--- config.mk ---
export PLATFORM = sky130hd
export DESIGN_NAME = pwm_led_chaser_core
export DESIGN_NICKNAME = d
export VERILOG_FILES = /design/src/rtl/core/plc_pkg.sv /design/src/rtl/core/plc_led_cmp.sv /design/src/rtl/core/plc_in_reg.sv /design/src/rtl/core/plc_state.sv /design/src/rtl/core/pwm_led_chaser_core.sv
export SDC_FILE = /design/constraint.sdc
export NUM_CORES = 1
export LEC_CHECK = 0
export ABC_AREA = 0
export ABC_CLOCK_PERIOD_IN_PS = 4400
export BUFFER_PORTS_ARGS = -buffer_cell sky130_fd_sc_hd__buf_2
export CORE_UTILIZATION = 54
export CTS_BUF_LIST = sky130_fd_sc_hd__clkbuf_4 sky130_fd_sc_hd__clkbuf_8
export CTS_CLUSTER_DIAMETER = 120
export CTS_CLUSTER_SIZE = 40
export DETAILED_ROUTE_END_ITERATION = 16
export PLACE_DENSITY = 0.71
export SETUP_SLACK_MARGIN = 0.4
export SYNTH_ARGS = -nofsm -noshare
export SYNTH_HDL_FRONTEND = slang
export SYNTH_SLANG_ARGS = --single-unit
--- constraint.sdc ---
create_clock -name i_clk -period 4.4 [get_ports i_clk]
set_clock_uncertainty 0.2 [all_clocks]
set_input_delay 0.44 -clock i_clk [delete_from_list [all_inputs] [get_ports i_clk]]
set_output_delay 0.44 -clock i_clk [all_outputs]
set_load 0.1 [all_outputs]
--- src/rtl/core/plc_pkg.sv ---
`timescale 1ns / 1ps
`default_nettype none

package plc_pkg;

    // Geometry of the chaser
    localparam int LED_COUNT     = 8;
    localparam int DUTY_BITS     = 5;
    localparam int PHASE_W       = 3;
    localparam int LED_PATTERN_W = 8;
    localparam int TABLE_W       = LED_COUNT * DUTY_BITS;
    localparam int IDX_W         = $clog2(LED_COUNT);
    localparam int STEP_W        = 9;
    localparam int SPEED_W       = 8;
    localparam int DEB_W         = 8;
    localparam int FUNC_W        = 2;

    // Configuration port
    localparam int CFG_DATA_W = TABLE_W;
    localparam int CFG_IDX_W  = 1;

    localparam logic [CFG_IDX_W-1:0] REG_TABLE    = 1'b0;
    localparam logic [CFG_IDX_W-1:0] REG_DEBOUNCE = 1'b1;

    // Reset packs the levels 31, 20, 11, 7, 4, 2, 1, 0 with entry 0 lowest
    localparam logic [TABLE_W-1:0] TABLE_RESET    = 40'd1145286303;
    localparam logic [DEB_W-1:0]   DEBOUNCE_RESET = 8'd40;

    typedef enum logic [FUNC_W-1:0] {
        FUNC_PWM   = 2'd0,
        FUNC_SYS   = 2'd1,
        FUNC_SPEED = 2'd2,
        FUNC_NOP   = 2'd3
    } t_func;

    typedef struct packed {
        t_func              func;
        logic               button_level;
        logic [SPEED_W-1:0] speed_value;
    } t_item;

    typedef struct packed {
        logic [LED_PATTERN_W-1:0] led_pattern;
        logic                     reverse;
        logic [PHASE_W-1:0]       phase_now;
    } t_result;

endpackage

`default_nettype wire

--- src/rtl/core/plc_led_cmp.sv ---
`timescale 1ns / 1ps
`default_nettype none

// Works out which LEDs are lit for a given duty count: one compare per LED.
module plc_led_cmp (
    input  wire logic [plc_pkg::TABLE_W-1:0]       i_table,
    input  wire logic [plc_pkg::DUTY_BITS:0]       i_count,
    input  wire logic [plc_pkg::PHASE_W-1:0]       i_phase,
    input  wire logic                              i_reverse,
    output logic      [plc_pkg::LED_PATTERN_W-1:0] o_pattern
);

    always_comb begin
        logic [plc_pkg::PHASE_W-1:0]   k;
        logic [plc_pkg::PHASE_W-1:0]   k_mod;
        logic [plc_pkg::DUTY_BITS-1:0] level;
        o_pattern = '0;
        for (int j = 0; j < plc_pkg::LED_COUNT; j++) begin
            if (i_reverse) begin
                k = i_phase - plc_pkg::PHASE_W'(j);
            end else begin
                k = i_phase + plc_pkg::PHASE_W'(j);
            end
            // k is below 8, which is below twice the LED count
            if (k >= plc_pkg::PHASE_W'(plc_pkg::LED_COUNT)) begin
                k_mod = k - plc_pkg::PHASE_W'(plc_pkg::LED_COUNT);
            end else begin
                k_mod = k;
            end
            level = i_table[k_mod[plc_pkg::IDX_W-1:0]*plc_pkg::DUTY_BITS +: plc_pkg::DUTY_BITS];
            o_pattern[j] = (i_count <= {1'b0, level});
        end
    end

endmodule

`default_nettype wire

--- src/rtl/core/plc_in_reg.sv ---
`timescale 1ns / 1ps
`default_nettype none

// Input register: holds one accepted item until the state stage takes it.
module plc_in_reg (
    input  wire logic           i_clk,
    input  wire logic           i_rst_n,
    input  wire logic           i_valid,
    output logic                o_ready,
    input  wire plc_pkg::t_item i_item,
    input  wire logic           i_drain,
    output logic                o_valid,
    output plc_pkg::t_item      o_item
);

    logic           r_valid;
    plc_pkg::t_item r_item;

    assign o_ready = !r_valid || i_drain;
    assign o_valid = r_valid;
    assign o_item  = r_item;

    always_ff @(posedge i_clk) begin
        if (!i_rst_n) begin
            r_valid <= 1'b0;
        end else if (o_ready) begin
            r_valid <= i_valid;
        end
    end

    always_ff @(posedge i_clk) begin
        if (i_valid && o_ready) begin
            r_item <= i_item;
        end
    end

endmodule

`default_nettype wire

--- src/rtl/core/plc_state.sv ---
`timescale 1ns / 1ps
`default_nettype none

// Chaser state, configuration registers and the next-state logic for one item.
module plc_state (
    input  wire logic                               i_clk,
    input  wire logic                               i_rst_n,
    input  wire logic                               i_step,
    input  wire plc_pkg::t_item                     i_item,
    input  wire logic                               i_cfg_we,
    input  wire logic [plc_pkg::CFG_IDX_W-1:0]      i_cfg_idx,
    input  wire logic [plc_pkg::CFG_DATA_W-1:0]     i_cfg_data,
    output plc_pkg::t_result                        o_next
);

    typedef enum logic [1:0] {
        MODE_WAIT_PRESS = 2'd0,
        MODE_PRESS_DLY  = 2'd1,
        MODE_WAIT_REL   = 2'd2,
        MODE_REL_DLY    = 2'd3
    } t_mode;

    logic [plc_pkg::TABLE_W-1:0]       r_table;
    logic [plc_pkg::DEB_W-1:0]         r_deb_ticks;
    logic [plc_pkg::DUTY_BITS-1:0]     r_duty,    n_duty;
    logic [plc_pkg::LED_PATTERN_W-1:0] r_leds,    n_leds;
    logic [plc_pkg::PHASE_W-1:0]       r_phase,   n_phase;
    logic                              r_dir,     n_dir;
    logic [plc_pkg::STEP_W-1:0]        r_step,    n_step;
    logic [plc_pkg::SPEED_W-1:0]       r_speed,   n_speed;
    t_mode                             r_mode,    n_mode;
    logic [plc_pkg::DEB_W-1:0]         r_count,   n_count;

    logic [plc_pkg::DUTY_BITS:0]       duty_inc;
    logic [plc_pkg::LED_PATTERN_W-1:0] pattern;
    logic [plc_pkg::STEP_W-1:0]        step_inc;
    logic [plc_pkg::DEB_W-1:0]         count_inc;
    logic                              deb_done;

    assign duty_inc  = {1'b0, r_duty} + 1'b1;
    assign step_inc  = r_step + 1'b1;
    assign count_inc = r_count + 1'b1;
    assign deb_done  = (count_inc >= r_deb_ticks);

    plc_led_cmp u_led_cmp (
        .i_table   (r_table),
        .i_count   (duty_inc),
        .i_phase   (r_phase),
        .i_reverse (r_dir),
        .o_pattern (pattern)
    );

    always_comb begin
        n_duty  = r_duty;
        n_leds  = r_leds;
        n_phase = r_phase;
        n_dir   = r_dir;
        n_step  = r_step;
        n_speed = r_speed;
        n_mode  = r_mode;
        n_count = r_count;
        case (i_item.func)
            plc_pkg::FUNC_PWM: begin
                n_leds = pattern;
                n_duty = duty_inc[plc_pkg::DUTY_BITS-1:0];
            end
            plc_pkg::FUNC_SYS: begin
                // Rotation step: the delay must exceed the speed before the phase moves
                if (step_inc > {1'b0, r_speed}) begin
                    n_phase = r_phase + 1'b1;
                    n_step  = '0;
                end else begin
                    n_step = step_inc;
                end
                unique case (r_mode)
                    MODE_WAIT_PRESS: begin
                        if (!i_item.button_level) begin
                            n_mode  = MODE_PRESS_DLY;
                            n_count = '0;
                        end
                    end
                    MODE_PRESS_DLY: begin
                        n_count = count_inc;
                        if (deb_done) begin
                            if (!i_item.button_level) begin
                                n_dir  = !r_dir;
                                n_mode = MODE_WAIT_REL;
                            end else begin
                                n_mode = MODE_WAIT_PRESS;
                            end
                        end
                    end
                    MODE_WAIT_REL: begin
                        if (i_item.button_level) begin
                            n_mode  = MODE_REL_DLY;
                            n_count = '0;
                        end
                    end
                    MODE_REL_DLY: begin
                        n_count = count_inc;
                        if (deb_done) begin
                            n_mode = i_item.button_level ? MODE_WAIT_PRESS : MODE_WAIT_REL;
                        end
                    end
                    default: begin
                        n_mode = MODE_WAIT_PRESS;
                    end
                endcase
            end
            plc_pkg::FUNC_SPEED: begin
                n_speed = i_item.speed_value;
            end
            default: begin
            end
        endcase
    end

    assign o_next.led_pattern = n_leds;
    assign o_next.reverse     = n_dir;
    assign o_next.phase_now   = n_phase;

    always_ff @(posedge i_clk) begin
        if (!i_rst_n) begin
            r_table     <= plc_pkg::TABLE_RESET;
            r_deb_ticks <= plc_pkg::DEBOUNCE_RESET;
            r_duty      <= '0;
            r_leds      <= '0;
            r_phase     <= '0;
            r_dir       <= 1'b0;
            r_step      <= '0;
            r_speed     <= '0;
            r_mode      <= MODE_WAIT_PRESS;
            r_count     <= '0;
        end else begin
            if (i_cfg_we) begin
                unique case (i_cfg_idx)
                    plc_pkg::REG_TABLE:    r_table     <= i_cfg_data;
                    plc_pkg::REG_DEBOUNCE: r_deb_ticks <= i_cfg_data[plc_pkg::DEB_W-1:0];
                    default: begin
                    end
                endcase
            end
            if (i_step) begin
                r_duty  <= n_duty;
                r_leds  <= n_leds;
                r_phase <= n_phase;
                r_dir   <= n_dir;
                r_step  <= n_step;
                r_speed <= n_speed;
                r_mode  <= n_mode;
                r_count <= n_count;
            end
        end
    end

`ifndef SYNTHESIS
    // After each system tick the delay is at most the speed, so it never reaches 256.
    a_step_bound: assert property (@(posedge i_clk) disable iff (!i_rst_n)
        r_step[plc_pkg::STEP_W-1] == 1'b0)
        else $error("step delay out of range");

    a_hold_idle: assert property (@(posedge i_clk) disable iff (!i_rst_n)
        !i_step |=> $stable(r_phase) && $stable(r_dir) && $stable(r_duty)
                    && $stable(r_mode))
        else $error("state moved without an item");

    a_dir_flip: assert property (@(posedge i_clk) disable iff (!i_rst_n)
        !$stable(r_dir) |-> $past(r_mode) == MODE_PRESS_DLY && r_mode == MODE_WAIT_REL)
        else $error("direction flipped outside a confirmed press");

    a_phase_sys: assert property (@(posedge i_clk) disable iff (!i_rst_n)
        i_step && i_item.func != plc_pkg::FUNC_SYS |=> $stable(r_phase))
        else $error("phase moved on a non-system item");
`endif

endmodule

`default_nettype wire

--- src/rtl/core/pwm_led_chaser_core.sv ---
`timescale 1ns / 1ps
`default_nettype none

// Channel   | Handshake                  | Payload
// ----------+----------------------------+------------------------------------------
// input     | i_in_valid / o_in_ready    | i_func, i_button_level, i_speed_value
// result    | o_out_valid / i_out_ready  | o_led_pattern, o_reverse, o_phase_now
// config    | i_cfg_we (no wait)         | i_cfg_idx, i_cfg_data
//
// A transfer in is loaded into the input register, where the state update works on it,
// and its result is then loaded into the result register, from which the result
// transfer is made.
// One item is taken every cycle when the result side keeps up; the state update
// for one item is the only recurrence, from the state registers back to them.
// Reset is synchronous and active low; it restores the state and both valid flags.
// A stalled result holds the state stage; the input register takes one further
// transfer only while it is empty, and o_in_ready falls once it holds an item.
module pwm_led_chaser_core (
    input  wire logic                                i_clk,
    input  wire logic                                i_rst_n,
    input  wire logic                                i_in_valid,
    output logic                                     o_in_ready,
    input  wire logic [plc_pkg::FUNC_W-1:0]          i_func,
    input  wire logic                                i_button_level,
    input  wire logic [plc_pkg::SPEED_W-1:0]         i_speed_value,
    output logic                                     o_out_valid,
    input  wire logic                                i_out_ready,
    output logic      [plc_pkg::LED_PATTERN_W-1:0]   o_led_pattern,
    output logic                                     o_reverse,
    output logic      [plc_pkg::PHASE_W-1:0]         o_phase_now,
    input  wire logic                                i_cfg_we,
    input  wire logic [plc_pkg::CFG_IDX_W-1:0]       i_cfg_idx,
    input  wire logic [plc_pkg::CFG_DATA_W-1:0]      i_cfg_data
);

    plc_pkg::t_item   in_item;
    plc_pkg::t_item   held_item;
    plc_pkg::t_result next_result;
    logic             held_valid;
    logic             out_free;
    logic             advance;

    logic             r_out_valid;
    plc_pkg::t_result r_result;

    assign in_item.func         = plc_pkg::t_func'(i_func);
    assign in_item.button_level = i_button_level;
    assign in_item.speed_value  = i_speed_value;

    // The result register can take a new value when it is empty or is being
    // emptied by a transfer in this cycle.
    assign out_free = !r_out_valid || i_out_ready;
    assign advance  = held_valid && out_free;

    plc_in_reg u_in_reg (
        .i_clk   (i_clk),
        .i_rst_n (i_rst_n),
        .i_valid (i_in_valid),
        .o_ready (o_in_ready),
        .i_item  (in_item),
        .i_drain (out_free),
        .o_valid (held_valid),
        .o_item  (held_item)
    );

    // The state stage applies the held item and offers the state as it will
    // stand afterwards, which is exactly what the result reports.
    plc_state u_state (
        .i_clk      (i_clk),
        .i_rst_n    (i_rst_n),
        .i_step     (advance),
        .i_item     (held_item),
        .i_cfg_we   (i_cfg_we),
        .i_cfg_idx  (i_cfg_idx),
        .i_cfg_data (i_cfg_data),
        .o_next     (next_result)
    );

    always_ff @(posedge i_clk) begin
        if (!i_rst_n) begin
            r_out_valid <= 1'b0;
        end else if (out_free) begin
            r_out_valid <= held_valid;
        end
    end

    always_ff @(posedge i_clk) begin
        if (advance) begin
            r_result <= next_result;
        end
    end

    assign o_out_valid   = r_out_valid;
    assign o_led_pattern = r_result.led_pattern;
    assign o_reverse     = r_result.reverse;
    assign o_phase_now   = r_result.phase_now;

endmodule

`default_nettype wire

# Yosys cells after proc, flatten, opt, wreduce, memory -nomap -nowiden
# Cells that the tools add are included.
# Widths: inputs -> output; s select.
# classes
n_bitwise,1
n_reduce_logical,17
shifts,8
mul,8
n_addsub,17
n_mux,23
eq_ne,8
magnitude_cmp,10
# ops
operator,n
$shiftx 40x7->5,8
$le 6x5->1,8
$mul 3x3->6 const B,8
$mux 3,9
$mux 8,3
$pmux 8 s3,1
$add 3x3->3 const B,4
$sub 3x3->3 const B,4
$reduce_and 2->1,5
$add 9x1->9 const B,1
$gt 9x8->1,1
$mux 9,1
$add 8x1->8 const B,1
$ge 8x8->1,1
$mux 2,4
$add 3x2->3 const B,2
$add 5x1->6 const B,1
$eq 2x2->1 const B,3
$pmux 2 s3,1
$sub 3x2->3 const B,2
$reduce_and 5->1,1
$eq 2x1->1 const B,2
$logic_not 2->1,2
$mux 1,4
10 further kinds,15
# word_totals
reg_bits,117
out_inout_bits,14
elab_cells,110
inputBits,57

# Logic depth before layout (Yosys ltp)
# Gate-level depths: netlist (run 1).
# logic_depth
ltp_word,6
depth_mapped,15
mapped_depth_nobuf,12

# Hierarchy
# A second synthesis (run 1) with hierarchy kept.
# hier_totals
hier_cells,767
hier_area_um2,7460.9
# modules_own_cells
mod,cells_per_inst,instances,seq_area_each_um2,area_each_um2
plc_state,527,1,1841.8,4267.8
plc_led_cmp,207,1,0.0,2387.3
pwm_led_chaser_core,17,1,380.4,417.9
plc_in_reg,16,1,350.3,387.9

# Least setup slack after synthesis (run 1)
# Ideal clock, no wire load.
# synth_timing
path_type,reg2reg
start,register u_state.r_phase[1] in the netlist's numbering
end,"register r_result, in the netlist o_led_pattern[3] (data pin)"
required_time_ns,3.944
synth_period_minus_slack_ns,3.638
path_stages_with_launch,13
n_path_buf,2
setup_slack_ns,0.762
arrival_ns,3.181
setup_time_ns,0.256
cell_sequence,dfxtp_1 clkbuf_1 clkbuf_1 inv_1 fa_1 xnor2_2 mux2_2 ha_1 nor2b_1 o21a_1 o21ai_0 a21o_1 a22o_1
# synth_lines
item,line,text
from (decl),plc_state.sv:27,"logic [plc_pkg::PHASE_W-1:0] r_phase, n_phase;"
from (signal assigned),plc_state.sv:146,r_phase <= n_phase;
to (signal assigned),pwm_led_chaser_core.sv:89,r_result <= next_result;
to (decl),pwm_led_chaser_core.sv:44,plc_pkg::t_result r_result;

==> reports/summary.md, run 1 <==
The worst voltage drop across the vdd grid came out at 0.215 mV. The number of pins with negative max-slew slack in the final report was 0; the final count of hold timing violations was 0. Counting instances, the worst hold path has a depth of 3. The leftover overflow at the end of global routing came out at 0.

The post-synthesis net count was 916. The number of synthesized register bits is 117, and the residual antenna-violating net count after detailed routing is 0. For the setup slack after layout, the log shows 752 ps. In this run, CTS created clock tree buffers numbering 17. Total number of H-tree levels: 4.

Subtracting the final worst setup slack from the clock period gives 3650 ps. The delay of the slowest critical-path stage works out to 870 ps. The fraction of registers with async set/reset came out at 0%. The critical path goes through inv_1, fa_2, o21ai_0, mux2_2, ha_1, nor2b_1, o21a_1, o21ai_0, a21o_1, a22o_1. The layout has 1123 filler cells. At the worst endpoint, the arrival time is 3640 ps.

In the final routed layout, each cell accounts on average for 16.3 µm. The cell area that synthesis handed to floorplanning was 7420 µm². Measured in cells, the most critical reg-to-reg path has a length of 10. Entering global routing, the biggest net connects 48 pins.

The share of layout cells above drive strength 1 was 19.3%. Counting every sink on the clock net gives 117. The pre-CTS worst setup slack came out at 551 ps. The tools report the capturing element of the worst setup path as o_led_pattern[3]. The number of global-route vias before repair came out at 5867. The worst setup path is of the flip-flop to flip-flop kind. The tools report the portion of the post-synthesis area used by sequential elements as 34.7%. The synthesis warning total came out at 0.

The critical path crosses 10 cells after its start point. The run gives 987 as the net count of the finished layout. The run finished with clean final reports. The relative slew slack was 29.0%. Maximum operating frequency: 274 MHz. Summed over all failing endpoints, the final setup total negative slack is 0 ps.

Synthesis handed over a netlist of 796 instances. After clock tree synthesis, the clock-pin slew on the worst setup and hold paths is 80 ps. Most common cell after layout, fill and taps aside: sky130_fd_sc_hd__nand2_1. Setup violations remaining at the end of the flow were counted as 0. Leaving out fill and tap cells, the most frequent cells in the layout are 151 x sky130_fd_sc_hd__nand2_1, 93 x sky130_fd_sc_hd__dfxtp_1, 70 x sky130_fd_sc_hd__buf_2.

The most used flip-flop cell after synthesis is sky130_fd_sc_hd__dfxtp_1. Number of antenna violations at the first check in global routing: 0. For this design the static power due to leakage is 3.51 nW.

The largest individual stage delay along the critical path comes from the cell sky130_fd_sc_hd__fa_2. The overall global routing resource usage is 25.6%, and the wire length of the first global-routing pass is 28.3 mm. After synthesis, the mean cell area works out to 9.33 µm². The later pin in the worst-skew pair is clocked with a latency of 450 ps.

Excluding fillers, the count of instances in the completed layout stands at 1056. For the final standard cell utilization of the core, the log shows 63.2%. Measured along the x axis, the die boundary spans 119 µm. For this design the top-level I/O count stands at 71.

For this run, design rule violations remaining after detail routing come to 0. For this run, the detailed router's first-pass iteration total came to 4. For the starting density of the core, the log shows 55.6%. TritonCTS built the clock tree. The number of distinct library cell variants in the gate-level netlist after synthesis is 54, and the number of core rows is 42.

The placed instances occupy a cell area of 7870 µm². The final wirelength was 17.2 mm. In this run the critical register-to-register path is launched from u_state.r_dir. The synthesized design contains 23 enable-type register cells. Along the worst path, the maximum fanout reaches 25.

The measured slew at the worst slew-check pin is 1060 ps. The repair_antennas step left the layout with diodes totalling 0. The floorplan step set the die height to 119 µm. The sum of net half-perimeters after detailed placement came out at 13.0 mm.

For this block, the via count after detailed routing is 6109. Summing all non-filler instances in the final layout gives an area of 8430 µm². Routability-driven placement finished with a final weighted congestion of 0.895. The tools report the area of the multi-input gates as 4530 µm². Using the TritonRoute via totals, the vias-per-cell ratio works out to 5.79. The run gives 2570 µm² as the sequential standard cell area. The floorplan step defined a core boundary enclosing 13300 µm². STA classifies the critical path endpoint as a flip-flop. The number of setup buffers added after CTS is 0.

The area growth from synthesis to layout is 13.6%. Counting tap cells, the placed design contains a total of 1009 instances. The critical path starts at u_state.r_dir. The die outline area is 14200 µm². The worst path buffer plus inverter count was 1; the worst setup slack for register-to-register paths was 750 ps. After the first detailed-routing iteration, the DRC count stood at 461.

The final clock period utilization by the worst path is 82.9%. The number of buffers inserted by port buffering was 70. The nature of the critical path startpoint was a flip-flop.

Setup repair after global routing left no endpoint under its margin. The data required time at the worst endpoint is 4390 ps, and the max-capacitance violation count is 0. Buffer cell driving the clock tree root: sky130_fd_sc_hd__clkbuf_8.

In this design, the critical path's most frequently occurring cell is sky130_fd_sc_hd__o21ai_0. In this run the deepest clock path goes through 2 buffers. The path class of the lowest-slack min-delay path was input port to flip-flop. The endpoint identified for the worst register-to-register timing path is o_led_pattern[3].

For this design the ratio of total power to cell area is 308 nW/µm². Broken down by cell family, the worst path's largest delay share belongs to adder cells.
## synthesized netlist by cell type, types with 2 or more instances
| master | count | share of area [%] |
|---|---|---|
| sky130_fd_sc_hd__nand2_1 | 151 | 7.6 |
| sky130_fd_sc_hd__dfxtp_1 | 94 | 25 |
| sky130_fd_sc_hd__ha_1 | 61 | 10 |
| sky130_fd_sc_hd__a21oi_1 | 53 | 3.6 |
| sky130_fd_sc_hd__mux2i_1 | 47 | 6.3 |
| sky130_fd_sc_hd__nor2_1 | 41 | 2.1 |
| sky130_fd_sc_hd__o21ai_0 | 37 | 2.5 |
| sky130_fd_sc_hd__inv_1 | 35 | 1.8 |
| sky130_fd_sc_hd__nand3_1 | 35 | 2.4 |
| sky130_fd_sc_hd__clkbuf_1 | 29 | 1.5 |
| sky130_fd_sc_hd__mux4_2 | 26 | 7.9 |
| sky130_fd_sc_hd__edfxtp_1 | 23 | 9.3 |
| sky130_fd_sc_hd__mux2_2 | 23 | 3.5 |
| sky130_fd_sc_hd__nand4_1 | 13 | 1.1 |
| sky130_fd_sc_hd__nor2b_1 | 13 | 1.1 |
| sky130_fd_sc_hd__xor2_1 | 12 | 1.4 |
| sky130_fd_sc_hd__xnor2_1 | 10 | 1.2 |
| sky130_fd_sc_hd__o21a_1 | 8 | 0.81 |
| sky130_fd_sc_hd__buf_2 | 7 | 0.47 |
| sky130_fd_sc_hd__a22oi_1 | 6 | 0.61 |
| sky130_fd_sc_hd__a211oi_1 | 5 | 0.51 |
| sky130_fd_sc_hd__nand2b_1 | 5 | 0.42 |
| sky130_fd_sc_hd__a22o_1 | 4 | 0.47 |
| sky130_fd_sc_hd__mux4_1 | 4 | 1.4 |
| sky130_fd_sc_hd__o211ai_1 | 4 | 0.40 |
| sky130_fd_sc_hd__o22ai_1 | 4 | 0.34 |
| sky130_fd_sc_hd__and3_1 | 3 | 0.25 |
| sky130_fd_sc_hd__buf_4 | 3 | 0.30 |
| sky130_fd_sc_hd__nand3b_1 | 3 | 0.30 |
| sky130_fd_sc_hd__nor3_1 | 3 | 0.20 |
| sky130_fd_sc_hd__nor4_1 | 3 | 0.25 |
| sky130_fd_sc_hd__or3_1 | 3 | 0.25 |
| sky130_fd_sc_hd__a21o_1 | 2 | 0.20 |
| sky130_fd_sc_hd__a41oi_1 | 2 | 0.24 |
| sky130_fd_sc_hd__and2_1 | 2 | 0.17 |
| sky130_fd_sc_hd__buf_6 | 2 | 0.30 |
| sky130_fd_sc_hd__fa_1 | 2 | 0.54 |
| sky130_fd_sc_hd__xnor2_2 | 2 | 0.44 |
## worst min path at each step
stage                            startpoint                  end
after floorplan           u_state.r_leds[0]    u_state.r_leds[0]
after global placement    u_state.r_leds[5]    u_state.r_leds[5]
after detailed placement  u_state.r_leds[5]    u_state.r_leds[5]
after CTS                    i_cfg_data[30]  u_state.r_table[30]
after global routing         i_cfg_data[38]  u_state.r_table[38]
final                        i_cfg_data[30]  u_state.r_table[30]
## routing by layer
| layer | wire (µm) | share of wire [%] | track usage (%) |
|---|---|---|---|
| met1 | 7810 | 45 | 33.6 |
| met2 | 8210 | 48 | 41.8 |
| met3 | 878 | 5.1 | 4.60 |
| met4 | 342 | 2.0 | 9.73 |
| met5 | 0 | 0 | 0 |
## state kept, by name, summed over array words and instances (netlist names), named ones only
register             flops
u_state.r_leds           8
o_out_valid              1
u_state.r_deb_ticks      8
u_state.r_phase          3
u_state.r_dir            1
u_state.r_step           9
u_state.r_duty           5
o_reverse                1
u_in_reg.o_valid         1
o_led_pattern            8
u_in_reg.o_item         11
u_state.r_mode           1
u_state.r_count          8
u_state.r_speed          8
u_state.r_table         40
o_phase_now              3
## power by group
| group | leakage (nW) | internal, mW | switching (mW) |
|---|---|---|---|
| Clock | 0.200 | 0.570 | 0.448 |
| Combinational | 2.32 | 0.167 | 0.237 |
| Sequential | 0.990 | 1.14 | 0.0342 |
| Total | 3.51 | 1.87 | 0.719 |
## per-stage QoR
stage                     hold WS [ps]  power [mW]
final                             21.3        2.59
after floorplan                    225        1.48
after detailed placement           246        1.58
after global placement             233        1.57
after CTS                         2.45        2.61
after global routing              14.8        2.71
## layout make-up
cell class                      count  area share (%)
Multi-Input combinational cell    601            53.7
Sequential cell                   117            30.5
Timing Repair Buffer               94            6.74
Clock buffer                       19            2.95
Tap cell                          176            2.61
Clock inverter                     13            1.86
Inverter                           36            1.60
## tightest hold or removal path, stage by stage
cell and delay, ps:
sky130_fd_sc_hd__buf_2 80, sky130_fd_sc_hd__nand2_1 40, sky130_fd_sc_hd__nand3_1 70
## cell families (layout without fill, tap and decap cells)
kind of cell    count (synthesis)  after routing  synth area share [%]
fa+ha+maj                      63             63                  10.8
buf+inv                        78            162                  4.43
mux                           100            100                  19.1
xor+xnor                       26             26                  3.78
compound gates                132            132                  10.5
simple gates                  280            280                  16.7
flops                         117            117                  34.7
## what timing repair did
item                       CTS  global route
resized for setup            0             1
hold endpoints to repair    15             0
hold buffers                15             0
setup endpoints to repair    0             4
Power figures use the tool's default switching activity.
==> run 2, diff against run 1 <==
- ABC_CLOCK_PERIOD_IN_PS: 4400 -> 3100
- PLACE_DENSITY: 0.71 -> 0.74
- clock period: 4.4 -> 3.1 ns (I/O delays scaled with it)
==> run 2 against run 1 <==
Against the previous run:
- the flow now finishes with violations (negative setup slack)
- clock-buffer cell count rose by 3
- register-to-register slack got worse by 750 ps
- utilization rose by 12 points
- sequential share of layout area fell by 4.7 points
- sequential power rose by 42%
- final cell count rose by 10%
- sequential cell count did not move
- setup slack got worse by 750 ps
- worst hold slack improved by 10 ps
- critical path depth rose by 3
- wire length rose by 24%
- die area did not move
- largest power group unchanged
- highest routed layer unchanged
==> reports/summary.md, run 2 (synthesis gave the netlist of run 1 again) <==
The first routing iteration left 577 violations. The measured slew at the worst slew-check pin is 914 ps, and the number of clock sinks is 117. The run gives 17 as the CTS buffer count. In this run the power spent charging and discharging nets is 1.12 mW. The width of the chip was 119 µm; the sum of net half-perimeters after detailed placement was 13.4 mm.

In this run the register-to-register setup slack is -2 ps. During I/O placement, the number of pins put on the boundary was 71. Setup repair after global routing could not meet its margin everywhere. The setup slack after layout was -1.90 ps; the detailed-route DRC error count was 0. The critical path starts at u_state.r_phase[0]. The worst path needs 3100 ps of the cycle, external delays included. Detailed routing placed a total of 1.22 mm of wire on met3. The run finished, with violations left. Total power for the finished layout comes to 3.99 mW. The startpoint identified for the worst register-to-register timing path is u_state.r_phase[0]. Along the worst hold path, the cell count comes to 4.

The area added between synthesis and finish is 34.9%, and the antenna diode count is 0. For this configuration, the core starts out at a cell density of 55.6%. The topmost layer with routed signal wires is met4. The tools report the critical hold path startpoint as i_out_ready.

From bottom edge to top edge, the die measures 119 µm. The final reports fail on negative setup slack. The endpoint of the worst hold-timing path is o_out_valid.

The delay of the slowest critical-path stage is 530 ps. Worst-path cell with the longest stage delay: sky130_fd_sc_hd__fa_2. Leaving out fill and tap cells, the most frequent cell in the layout is sky130_fd_sc_hd__nand2_1.

For this run, the top clock speed supported by timing is 322 MHz. For the final count of hold timing violations, the log shows 0. In this run the worst path has a maximum fanout of 7. The die covers 14200 µm². The leakage power total is 4.17 nW. Register with the most flip-flops: u_state.r_table.

Entering global routing, the biggest net connects 61 pins. The register with the most flip-flops in the layout has 40 of them. The share of total power dissipated in the clock network is 38.5%. Across the VDD grid, the largest voltage drop is 0.281 mV.

The buffer cell driving the clock tree root was sky130_fd_sc_hd__clkbuf_8. The final layout contains routed wiring with a total length of 21.5 mm. The path class of the lowest-slack min-delay path was input port to flip-flop. In the detailed route, the total length drawn on met2 is 10.9 mm.

The tools report the net count of the finished layout as 1097. After detailed placement, the total cell area comes to 8270 µm². The final critical path takes up 100% of the cycle. The finished layout holds 1165 standard cells, fillers aside.

The register clock-pin slew on the reported worst setup and hold paths came out at 80 ps. The kind of capture point of the worst setup path was a flip-flop. The total overflow left after global routing is 0.

Number of pins with negative max-slew slack in the final report: 0. Cell total after placement: 1049. STA puts the critical path data required time at 3100 ps.

After routing the design area is 10000 µm². The switching fraction of total power is 28.1%, and the final-report setup violation count is 1. For the number of antenna violations at the first check in global routing, the log shows 0.

The share of total power dissipated in sequential elements is 41.6%. For the placer congestion estimate, the log shows 0.918. For the worst flop-to-flop path, the logic depth is 13.

Placeable core area: 13300 µm². Per report_power, the combinational group accounts for 19.9% of the total. In this run the remaining antenna-violating nets after routing total 0. The H-tree was split into 4 levels. Summed over all failing endpoints, the final setup total negative slack is -1.90 ps. In this run the critical register-to-register path is captured at o_led_pattern[3]. The clock latency of the later-clocked register in the worst-skew pair was 460 ps. The library cells used most frequently in the layout, excluding fill and tap cells, are 150 x sky130_fd_sc_hd__nand2_1, 86 x sky130_fd_sc_hd__dfxtp_1, 70 x sky130_fd_sc_hd__buf_2. The share of layout cells above drive strength 1 is 31.9%, and the number of core rows is 42. TritonCTS built the clock tree. The signal on the critical path passes through clkinvlp_4, fa_2, buf_6, buf_4, nand2_1, o21ai_1, buf_4, mux2_4, ha_4, nand3_2, o22ai_1, a21o_1, a22o_1. The worst pin sits at a relative slew slack of 38.6%.

The critical path is of the flip-flop to flip-flop type. The cell type with the highest occurrence count on the critical path is sky130_fd_sc_hd__buf_4. The tool flagged a number of max-cap violations equal to 0. Counting along the longest clock path gives a buffer depth of 2. Before antenna repair, the detailed router went through 6 iterations. Across every metal layer, demand over resource in global routing totals 30.3%. Number of buffers inserted by port buffering: 70. The wire length of the first global-routing pass was 33.6 mm. In the routed layout, each cell is associated on average with a via count of 5.90. Via total after detailed routing: 6878.

The routed length per instance is 18.4 µm, and the met1 routed wirelength after detailed routing is 8.58 mm. The internal cell power came out at 2.87 mW. Data on the critical path arrives at its endpoint at 3100 ps. The number of global-route vias before repair was 6854. STA classifies the critical path startpoint as a flip-flop. The total power density per cell area came out at 398 nW/µm².
[run 2: cell types whose count changed in the layout (fill, tap and decap cells not counted), moves of 7 or more]
cell,delta
sky130_fd_sc_hd__a21oi_1,-10
sky130_fd_sc_hd__a21oi_2,+8
sky130_fd_sc_hd__buf_4,+51
sky130_fd_sc_hd__buf_6,+16
sky130_fd_sc_hd__dfxtp_1,-7
sky130_fd_sc_hd__dlygate4sd3_1,+37
sky130_fd_sc_hd__ha_1,-15
sky130_fd_sc_hd__ha_4,+14
sky130_fd_sc_hd__mux2_2,-7
sky130_fd_sc_hd__mux2_4,+7
sky130_fd_sc_hd__o21ai_0,-27
sky130_fd_sc_hd__o21ai_1,+21
[run 2: layer usage]
layer  vias to the layer above  track usage (%)
met3                        59             6.23
met2                       300             52.5
met1                      3318             35.2
met4                         0             15.7
met5                         -                0
li1                       3201                -
[run 2: power groups by stage]
stage	Combinational [mW]	Clock, mW	Sequential (mW)
2_1_floorplan	0.366	0	1.74
3_5_place_dp	0.600	0	1.69
5_1_grt	0.851	1.61	1.66
3_3_place_gp	0.577	0	1.69
4_1_cts	0.714	1.54	1.66
6_report	0.795	1.54	1.66
[run 2: final cells by class]
class | count | area [µm²]
multi-input cells | 601 | 4990
inverters | 36 | 139
well taps | 176 | 220
flip-flops and latches | 117 | 2590
fillers | 873 | 3340
clock buffers | 22 | 297
clock inverters | 9 | 126
repair buffers | 204 | 1650
[run 2: how the worst max path moves through the flow]
| stage | end | slack [ps] | cells past startpoint |
|---|---|---|---|
| after floorplan | o_led_pattern[5] | -190 | 13 |
| after detailed placement | o_led_pattern[3] | -50 | 11 |
| final | o_led_pattern[3] | -2 | 13 |
| after CTS | o_led_pattern[3] | -30 | 13 |
| after global routing | o_led_pattern[1] | -80 | 13 |
| after global placement | o_led_pattern[3] | 1 | 11 |
[run 2: critical path: cells and delay by family (launching register included)]
| family | cells | cell delay, ps |
|---|---|---|
| muxes | 1 | 280 |
| and+or+nand+nor | 2 | 150 |
| DFF | 1 | 360 |
| AOI/OAI and AO/OA | 4 | 500 |
| adders and majority gates | 2 | 760 |
| buffers and inverters | 4 | 580 |
[run 2: timing repair]
| action | in CTS | in global routing |
|---|---|---|
| pin swaps | 30 | 29 |
| resized for setup | 73 | 49 |
| endpoints found under the hold margin | 60 | 0 |
| endpoints found under the setup margin | 32 | 33 |
| buffers inserted | 18 | 12 |
| hold buffers | 52 | 0 |
| cloned | 3 | 0 |
[run 2: through the flow]
step                utilization [%]  setup slack [ps]  hold WS [ps]
floorplan                         -              -185           209
global placement               61.9              1.46           234
detailed placement             61.9             -53.3           246
CTS                            72.7             -33.9          8.89
global route                   75.0             -80.3          84.6
finish                         75.0             -1.90          31.3
==> run 3, diff against run 2 <==
- CORE_UTILIZATION: 54 -> 30
- PLACE_DENSITY: 0.74 -> 0.45
==> run 3 against run 2 <==
Against the previous run:
- the run now ends clean
- critical endpoint is now o_led_pattern[5]
- critical path depth decreased by 3
- power down 0.44%
- non-clock buffer count is 20 higher
- sequential share of layout area decreased by 1.2 points
==> reports/summary.md, run 3 (synthesis gave the netlist of run 1 again) <==
The run finished with clean final reports. For the final routed database, the setup TNS stands at 0 ps. The maximum fanout count along the critical path works out to 5.

The die is 159 µm wide. Setup repair after global routing could not meet its margin everywhere. The worst path buffer plus inverter count was 2. The run gives 270 as the number of violations reported at the end of detailed-routing iteration 0. The via total after detailed routing is 6459, and the clock group share of total power is 38.5%.

The net switching power was 1.14 mW. The CTS buffer count is 17. In this design, the stage delay of the slowest critical-path cell is 510 ps. The total area inside the core boundary comes to 24300 µm². 71 I/O pins were placed. Headroom to the max-slew limit came out at 46.0%.

The final count of hold timing violations was 0; the power share of the sequential group was 41.7%. After detailed routing, the number of remaining DRC violations is 0. Max-cap violations in this run came to 0. The setup path with the least slack is of type flip-flop to flip-flop. The logs give 0 for the leftover overflow at the end of global routing and 19.8% for the part of the total power dissipated in combinational logic. In the final routed layout, each cell accounts on average for 15.5 µm. The H-tree was split into 4 levels. The leakage power total came out at 4.33 nW. The placer congestion estimate was 0.787; the starting density of the core was 30.5%. For the count of filler cells inserted in the layout, the log shows 2386.

The run gives 61 as the largest net degree at the start of global routing. Among all stages on the critical path, the largest delay is contributed by sky130_fd_sc_hd__mux4_2. Number of pins with negative max-slew slack in the final report: 0. The tools report the kind of capture point of the worst setup path as a flip-flop.

Summing internal, switching and leakage power gives 3.97 mW. Setup violations remaining at the end of the flow were counted as 0. Input and output buffers added on the ports amount to 70.

The final wirelength was 20.6 mm; the number of core rows was 57. The cell total after placement was 1203; the number of antenna violations at the first check in global routing was 0. The maximum operating frequency was 328 MHz; the total iterations of the first detailed-routing run was 5. Cells with a size suffix above 1 make up 34.8% of the layout. The worst setup path is launched from a flip-flop. The signal on the critical path passes through clkinvlp_4, fa_2, xnor2_4, buf_4, mux4_2, ha_1, o21a_1, o21ai_2, a21oi_2, o21ai_1. Global routing consumed, over all layers together, 16.6% of the routing resources.

Using the TritonRoute via totals, the vias-per-cell ratio works out to 4.84. The worst voltage drop across the vdd grid was 0.263 mV; the area added between synthesis and finish was 41.9%. Data arrives at the worst endpoint at 3000 ps.

After clock tree synthesis, the clock-pin slew on the worst setup and hold paths is 70 ps. The die outline area came out at 25400 µm². For the cell area after layout, the log shows 10500 µm².

The wire length of the first global-routing pass came out at 33.5 mm. The worst path needs 3050 ps of the cycle, external delays included. In this run the vertical extent of the chip is 159 µm. For the pin with the worst max-slew slack, the measured transition is 802 ps.

TritonCTS built the clock tree. Leaving out fill and tap cells, the most frequent cell in the layout is sky130_fd_sc_hd__nand2_1. Final hold analysis gives a worst-case slack of 38.4 ps. Once layout is complete, the cells apart from fillers number 1334. The total power density per cell area was 377 nW/µm².

The repair_antennas step left the layout with diodes totalling 0. The tools report the buffer cell driving the clock tree root as sky130_fd_sc_hd__clkbuf_8. More flip-flops sit in one register than any other, and that register is u_state.r_table. The top cell types in the final layout, fill and taps aside, are 145 x sky130_fd_sc_hd__nand2_1, 84 x sky130_fd_sc_hd__dfxtp_1, 70 x sky130_fd_sc_hd__buf_2. Path class of the lowest-slack min-delay path: input port to flip-flop.

The number of global-route vias before repair was 6309. Internal power comes to 2.83 mW. The tools report the number of clock sinks as 117.

The final clock period utilization by the worst path was 98.3%; the switching fraction of total power was 28.7%. At the end of the flow, the number of nets in the layout was 1117. Data on the critical path is required at its endpoint by 3050 ps. The clock reaches the later pin of the worst-skew pair after 440 ps.

Sum of net half-perimeters after detailed placement: 14.5 mm. The area after detailed placement is 8500 µm², and the residual antenna-violating net count after detailed routing is 0. The register with the most flip-flops in the layout has 40 of them. For the maximum buffer depth of the clock tree, the log shows 2. On the critical path the largest part of the delay comes from adder cells.
[run 3: final timing paths]
| check | startpoint | to | slack [ps] | depth (start not counted) |
|---|---|---|---|---|
| setup / recovery | u_state.r_phase[0] | o_led_pattern[5] | 50 | 10 |
| setup reg to reg | u_state.r_phase[0] | o_led_pattern[5] | 50 | 10 |
| hold / removal | i_out_ready | o_out_valid | 40 | 4 |
| hold reg to reg | u_state.r_leds[1] | u_state.r_leds[1] | 250 | 2 |
[run 3: layout make-up]
type | count | area (µm²) | share of cell area [%]
Clock buffer | 20 | 263 | 2.50
Clock inverter | 12 | 151 | 1.44
Inverter | 36 | 139 | 1.32
Multi-Input combinational cell | 601 | 5090 | 48.3
Sequential cell | 117 | 2590 | 24.6
Tap cell | 324 | 405 | 3.85
Timing Repair Buffer | 224 | 1890 | 17.9
[run 3: what timing repair did]
action,4_1_cts,5_1_grt
pin swaps,44,56
cloned,4,0
setup endpoints to repair,28,34
resized for setup,101,59
endpoints found under the hold margin,60,0
setup buffers,31,12
hold buffers,52,0
[run 3: through the flow]
step | setup slack (ps) | utilization [%]
floorplan | -185 | -
global placement | -23.2 | 34.9
detailed placement | -71.4 | 34.9
CTS | 34.1 | 41.9
global route | -93.9 | 43.3
finish | 51.2 | 43.3
[run 3: layer usage]
metal	part of all wire (%)	GRT usage (%)	vias up
li1	-	-	3247
met1	51	23.5	3088
met2	45	25.8	107
met3	2.6	3.00	17
met4	1.2	4.72	0
met5	0	0	-
[run 3: worst register-to-register path, stage by stage (launching register included)]
cell and delay, ps:
sky130_fd_sc_hd__dfxtp_4 360, sky130_fd_sc_hd__clkinvlp_4 110, sky130_fd_sc_hd__fa_2 400, sky130_fd_sc_hd__xnor2_4 300
sky130_fd_sc_hd__buf_4 170, sky130_fd_sc_hd__mux4_2 510, sky130_fd_sc_hd__ha_1 310, sky130_fd_sc_hd__o21a_1 140
sky130_fd_sc_hd__o21ai_2 60, sky130_fd_sc_hd__a21oi_2 150, sky130_fd_sc_hd__o21ai_1 70
[run 3: power groups by stage]
stage / sequential, mW / clock [mW] / combinational, mW
floorplan: 1.74 / 0 / 0.366
CTS: 1.66 / 1.59 / 0.752
global route: 1.66 / 1.65 / 0.859
finish: 1.65 / 1.53 / 0.788
global placement: 1.69 / 0 / 0.611
detailed placement: 1.69 / 0 / 0.614
